==> src/design/bfsam_ram.sv <==
`default_nettype none
// ----------------------------------------------------------------------------
// bfsam_ram
// Generic single-port-write, single-port-read RAM with registered read data.
// ----------------------------------------------------------------------------
module bfsam_ram #(
    parameter int WIDTH = 8,
    parameter int DEPTH = 64,
    localparam int AW   = $clog2(DEPTH)
) (
    input  wire logic             i_clk,
    input  wire logic             i_wr_en,
    input  wire logic [AW-1:0]    i_wr_addr,
    input  wire logic [WIDTH-1:0] i_wr_data,
    input  wire logic             i_rd_en,
    input  wire logic [AW-1:0]    i_rd_addr,
    output logic      [WIDTH-1:0] o_rd_data
);

    logic [WIDTH-1:0] r_mem [DEPTH];
    logic [WIDTH-1:0] r_rd_data;

    always_ff @(posedge i_clk) begin
        if (i_wr_en) begin
            r_mem[i_wr_addr] <= i_wr_data;
        end
        if (i_rd_en) begin
            r_rd_data <= r_mem[i_rd_addr];
        end
    end

    assign o_rd_data = r_rd_data;

endmodule
`default_nettype wire

==> config.mk <==
export PLATFORM = sky130hd
export DESIGN_NAME = bfsam_ram
export DESIGN_NICKNAME = d
export VERILOG_FILES = /design/src/design/bfsam_ram.sv
export SDC_FILE = /design/constraint.sdc
export NUM_CORES = 1
export LEC_CHECK = 0
export BUFFER_PORTS_ARGS = -buffer_cell sky130_fd_sc_hd__buf_2
export CORE_ASPECT_RATIO = 1.1
export CORE_UTILIZATION = 65
export CTS_BUF_LIST = sky130_fd_sc_hd__clkbuf_8
export CTS_CLUSTER_DIAMETER = 30
export DETAILED_ROUTE_END_ITERATION = 12
export HOLD_SLACK_MARGIN = 0.15
export PLACE_DENSITY = 0.79
export SETUP_SLACK_MARGIN = 0.1
export SKIP_LAST_GASP = 1
export SLEW_MARGIN = 20
export SYNTH_ARGS = -nofsm -noshare
export SYNTH_HDL_FRONTEND = slang
export SYNTH_SLANG_ARGS = --single-unit
==> constraint.sdc <==
create_clock -name i_clk -period 3.2 [get_ports i_clk]
set_clock_uncertainty 0.2 [all_clocks]
set_input_delay 0.16 -clock i_clk [delete_from_list [all_inputs] [get_ports i_clk]]
set_output_delay 0.16 -clock i_clk [all_outputs]
set_load 0.03 [all_outputs]
==> results of run 1 <==
## per-layer routing
metal  global-route usage  part of all wire  vias to the layer above
li1                     -                 -                     4267
met1                0.403              0.38                     5247
met2                0.458              0.49                      574
met3               0.0747             0.099                      104
met4               0.0967             0.026                        0
met5                    0                 0                        -
## how the worst min path moves through the flow
stage	slack, ns	cells after the start	startpoint	to
2_1_floorplan	0.06	0	i_wr_data[0]	r_mem[0][0]
3_3_place_gp	0.35	1	i_rd_en	o_rd_data[1]
3_5_place_dp	0.35	1	i_rd_en	o_rd_data[1]
4_1_cts	0.17	1	i_wr_data[6]	r_mem[62][6]
5_1_grt	0.23	4	i_rd_addr[1]	o_rd_data[2]
6_report	0.23	4	i_rd_addr[1]	o_rd_data[2]
## through the flow
step	worst slack, ns	area, sq um	utilization	std cells	hold WS (ns)
finish	0.427	23200	0.759	1580	0.232
global placement	0.398	21200	0.694	1398	0.355
detailed placement	0.263	21200	0.694	1398	0.352
CTS	0.490	23100	0.757	1576	0.166
global route	0.413	23200	0.759	1580	0.231
floorplan	1.03	20200	-	940	0.0589
## cells in the final DEF (no fill, tap or decap), drive strengths merged
cell type / synthesis / layout
edfxtp: 520 / 520
mux4: 126 / 126
buf: 34 / 94
clkbuf: 17 / 90
nor2: 83 / 83
clkinv: 0 / 36
mux2i: 23 / 23
dlygate4sd3: 0 / 22
nand2: 19 / 19
inv: 0 / 19
nor2b: 14 / 14
mux2: 13 / 13
nand3: 13 / 13
clkinvlp: 0 / 10
o221ai: 8 / 8
o22ai: 8 / 8
nand2b: 7 / 7
nor3: 7 / 7
a221oi: 6 / 6
bufinv: 0 / 6
a211oi: 4 / 4
o21ai: 4 / 4
nand3b: 3 / 3
a21oi: 3 / 3
a22oi: 3 / 3
o2111ai: 3 / 3
o2bb2ai: 3 / 3
o221a: 2 / 2
nor4: 2 / 2
o32ai: 2 / 2
a2111oi: 2 / 2
o21a: 2 / 2
o41ai: 2 / 2
nand4: 2 / 2
and2: 1 / 1
nand4b: 1 / 1
or3: 1 / 1
a31oi: 1 / 1
o311ai: 1 / 1
## registers in the layout, indices dropped and copies added (netlist names)
signal     count
o_rd_data      8
r_mem        512
## logic make-up (layout without fill, tap and decap cells)
family	Yosys count	count (layout)	share of synthesized area
flops	520	520	0.771
compound gates	54	54	0.0206
buf+inv	51	277	0.0156
mux	162	162	0.159
simple gates	153	153	0.0337
## layout make-up
| class | count | area share |
|---|---|---|
| repair buffers | 117 | 0.0415 |
| flip-flops and latches | 520 | 0.674 |
| clock inverters | 71 | 0.0229 |
| well taps | 414 | 0.0224 |
| clock buffers | 89 | 0.0529 |
| multi-input cells | 369 | 0.186 |
## worst register-to-register path, stage by stage, from the launching register on
cell	delay [ns]
edfxtp_1	0.40
mux4_2	0.50
mux2_2	0.30
a221oi_1	0.64
o2bb2ai_1	0.15
## what timing repair did
action,in CTS,in global routing
hold buffers,18,4
hold endpoints to repair,319,256
setup buffers,0,0
## power breakdown
group	total [mW]	switching (mW)	internal [mW]
logic	0.720	0.437	0.283
registers	7.58	0.0197	7.56
clock network	5.82	2.68	3.14
total	14.1	3.14	11.0
==> results.json, run 1 <==
{
  "maxCapViolCount": 0,
  "p_total_mw": 14.1,
  "crit_family": "buffers and inverters",
  "port_buffers": 30,
  "synth_fp_nets": 963,
  "pin_count": 31,
  "critPathMostFrequentCell": "dlygate4sd3_1",
  "synth_common_cells": "edfxtp_1, mux4_2, nor2_1",
  "yosysWarningCount": 0,
  "drive_gt1_frac": 0.315,
  "hold_class": "in2reg",
  "root_buffer": "clkbuf_8",
  "cts.path.max_buffers": 3,
  "crit_path_end": "r_mem[53][6]",
  "drcViolationCount": 0,
  "cts_buffers": 88,
  "grt_overflow": 0,
  "status": "completed",
  "setup_viol_count_final": 0,
  "crit_fanout": 8,
  "startpoint_type": "primary input",
  "place_congestion": 0.840,
  "synth_ff_type": "edfxtp_1",
  "dp_hpwl_microns": 26000,
  "hold_viol_final": 0,
  "final.setup.tns_ns": 0,
  "drtAntennaViolNets": 0,
  "critPathSlowestCell": "nor2_1",
  "path_buf_inv": 3,
  "synth_cell_types": 39,
  "yosysMostFrequentCell": "edfxtp_1",
  "r2r_cells": 4,
  "cts_num_sinks": 520,
  "drv_slew": 0,
  "async_flop_share": 0,
  "worstPathCellList": "dlygate4sd3_1 > buf_2 > nor2b_1 > nand4_1 > dlygate4sd3_1 > nor2_1",
  "antenna_found_initial": 0,
  "firstDrtPassIters": 6,
  "synthCells": 940,
  "reg2reg_slack_ns": 0.77,
  "avgSynthCellArea_sq_um": 21.5,
  "synth_seq_area_share": 0.771,
  "via_per_inst": 6.45,
  "rsz0062_at_grt": "no",
  "cts_resized": 0,
  "seq_area_sq_um": 15600,
  "power.leakage_nw": 7.48,
  "r2r-start": "r_mem[44][0]",
  "die_x_microns": 170,
  "cp-end-kind": "flip-flop",
  "rows": 67,
  "grt_usage": 0.291,
  "n_fill_cell": 1621,
  "totalWireLength_microns": 43900,
  "reg2reg_to": "o_rd_data[0]",
  "cp.arrival_ns": 2.81,
  "initial_core_util": 0.664,
  "syn2layout_area_growth_pct": 14.4,
  "max-vdd-ir-drop_mv": 0.514,
  "wire_per_inst_microns": 27.8,
  "grt_start_max_net_pins": 65,
  "insertedDiodeCount": 0,
  "fin_nets": 1119,
  "clock_latency_ns": 0.63,
  "core_sq_um": 30500,
  "ys_ff_latch": 520,
  "critical_path_depth": 6,
  "die_h_microns": 187,
  "p_per_area_nw_per_um2": 610,
  "synth_top_area_cell": "edfxtp_1",
  "grt_pass1_vias": 10600,
  "h-tree-depth": 3,
  "cts_tree": "done",
  "grt_pass1_wl_microns": 65200,
  "drtIter0Drc": 1262,
  "dieArea_sq_um": 31900,
  "synth_edf_count": 520,
  "yosysTopAreaCellShare": 0.771,
  "finalCritPeriodShare": 0.866,
  "critPathMaxStageDelay_ns": 0.74,
  "startpoint": "i_wr_addr[5]",
  "worstSetupPathType": "in2reg",
  "ys_top_cells_by_area": "edfxtp_1, mux4_2, nor2_1",
  "syn_area_sq_um": 20200,
  "worst_pin_slew_ns": 1.08,
  "max_freq_ghz": 0.361,
  "relSlewSlack": 0.278,
  "num_vias": 10200,
  "final.min_clock_period_ns": 2.77,
  "cp_data_required_time_ns": 3.24,
  "multi_input_area_sq_um": 4320,
  "clk_pin_slew_ns": 0.06
}
(Power assumes the default switching activity.)
==> run 2, diff against run 1 <==
- CORE_UTILIZATION: 65 -> 45
- PLACE_DENSITY: 0.79 -> 0.57
==> run 2 against run 1 <==
  * Global-route usage shrank 7.4 points
  * Final cell count grew 15%
  * Non-clock buffer count grew 43
  * Fmax shrank 5.9%
  * Die area grew 44%
  * First-iteration DRC count shrank 34%
  * Setup slack lost 0.17 ns
  * Sequential cell count is the same
  * Critical path depth grew 3
  * Routed wire length grew 8.9%
==> results.json, run 2 (synthesis results as in run 1) <==
{
  "pin_count": 31,
  "crit_fanout": 26,
  "cts_num_sinks": 520,
  "core_sq_um": 44400,
  "max_freq_ghz": 0.339,
  "grt_pass1_wl_microns": 70400,
  "wire_per_inst_microns": 26.3,
  "p_per_area_nw_per_um2": 642,
  "rsz0062_at_grt": "no",
  "final.setup.tns_ns": 0,
  "startpoint_type": "primary input",
  "cp_data_required_time_ns": 3.42,
  "crit_family": "buffers and inverters",
  "rows": 81,
  "drv_slew": 0,
  "fin_hold_ws_ns": 0.198,
  "hold_class": "in2reg",
  "grt_usage": 0.216,
  "totalWireLength_microns": 47800,
  "drtIter0Drc": 837,
  "critical_path_depth": 9,
  "place_congestion": 0.802,
  "finish.utilization": 0.544,
  "h-tree-depth": 3,
  "antenna_found_initial": 1,
  "die_h_microns": 224,
  "reg2reg_to": "o_rd_data[2]",
  "fin_nets": 1174,
  "cts.path.max_buffers": 3,
  "num_vias": 10200,
  "final_cell_mix": "edfxtp_1, mux4_2, clkbuf_8",
  "relSlewSlack": 0.379,
  "firstDrtPassIters": 5,
  "reg2reg_slack_ns": 0.42,
  "seq_area_sq_um": 15600,
  "worst_pin_slew_ns": 0.932,
  "drive_gt1_frac": 0.344,
  "drcViolationCount": 0,
  "final.min_clock_period_ns": 2.95,
  "grt_pass1_vias": 10700,
  "root_buffer": "clkbuf_8",
  "port_buffers": 30,
  "cp.arrival_ns": 3.16,
  "crit_path_end": "o_rd_data[2]",
  "critPathMaxStageDelay_ns": 0.55,
  "grt_start_max_net_pins": 65,
  "multi_input_area_sq_um": 4320,
  "grt_overflow": 0,
  "cts_buffers": 100,
  "clk_pin_slew_ns": 0.06,
  "maxCapViolCount": 0,
  "dp_hpwl_microns": 29600,
  "critPathSlowestCell": "dlygate4sd3_1",
  "r2r-start": "r_mem[15][2]",
  "n_fill_cell": 3459,
  "status": "completed",
  "startpoint": "i_rd_addr[1]",
  "via_per_inst": 5.61,
  "largest_reg_flops": 512,
  "worstSetupPathType": "in2reg",
  "hold_viol_final": 0,
  "dieArea_sq_um": 45800,
  "power.leakage_nw": 7.94,
  "layout_commonest_cell": "edfxtp_1",
  "setup_viol_count_final": 0,
  "drtAntennaViolNets": 0,
  "path_buf_inv": 4,
  "worstPathCellList": "dlygate4sd3_1 > buf_6 > buf_4 > mux4_2 > mux4_2 > nor2_1 > nor3_1 > o2bb2ai_1 > dlygate4sd3_1",
  "syn2layout_area_growth_pct": 19.2,
  "cp-end-kind": "flip-flop",
  "clock_latency_ns": 0.67,
  "r2r_cells": 6,
  "die_x_microns": 204,
  "cts_tree": "done",
  "initial_core_util": 0.456,
  "largest_register": "r_mem",
  "max-vdd-ir-drop_mv": 0.405,
  "finalCritPeriodShare": 0.921,
  "postCtsSetupBuffers": 0
}
==> run 2: how the worst min path moves through the flow <==
| stage | startpoint | to | depth (start not counted) |
|---|---|---|---|
| 2_1_floorplan | i_wr_data[0] | r_mem[0][0] | 0 |
| 3_3_place_gp | i_rd_en | o_rd_data[0] | 1 |
| 3_5_place_dp | i_rd_en | o_rd_data[0] | 1 |
| 4_1_cts | i_rd_addr[2] | o_rd_data[5] | 4 |
| 5_1_grt | i_rd_addr[2] | o_rd_data[5] | 4 |
| 6_report | i_rd_addr[2] | o_rd_data[7] | 5 |
==> run 2: where the power goes <==
part / internal, mW / total, mW / switching (mW)
registers: 7.56 / 7.58 / 0.0185
clock network: 4.30 / 7.14 / 2.84
logic: 0.302 / 0.765 / 0.462
==> run 2: layer usage <==
layer / vias up / global-route usage / wire length [microns]
li1: 4392 / - / -
met1: 5375 / 0.299 / 20300
met2: 359 / 0.340 / 23400
met3: 74 / 0.0453 / 2940
met4: 0 / 0.0840 / 1200
met5: - / 0 / 0
==> run 2: tightest hold or removal path, stage by stage <==
cell and delay [ns]:
buf_4 0.26, o221ai_1 0.12, o21ai_0 0.17, o311ai_1 0.11, nand2_1 0.05
==> run 2: per-stage QoR <==
step	cells	setup WS [ns]	cell area [sq um]	power, mW
6_report	1817	0.254	24100	15.5
5_1_grt	1816	0.194	24100	16.0
4_1_cts	1815	0.179	24100	15.6
3_5_place_dp	1604	0.259	21600	8.47
3_3_place_gp	1604	0.257	21600	8.46
2_1_floorplan	940	1.03	20200	8.13
==> run 2: final cells by class <==
type | instances | share of cell area
Multi-Input combinational cell | 369 | 0.179
Timing Repair Buffer | 160 | 0.0516
Tap cell | 581 | 0.0301
Clock buffer | 102 | 0.0582
Antenna cell | 2 | 0.000207
Clock inverter | 83 | 0.0339
Sequential cell | 520 | 0.647
==> run 2: timing repair <==
action / 4_1_cts / 5_1_grt
endpoints found under the hold margin: 652 / 0
gates resized for setup: 0 / 1
hold buffers: 26 / 0
endpoints found under the setup margin: 0 / 1
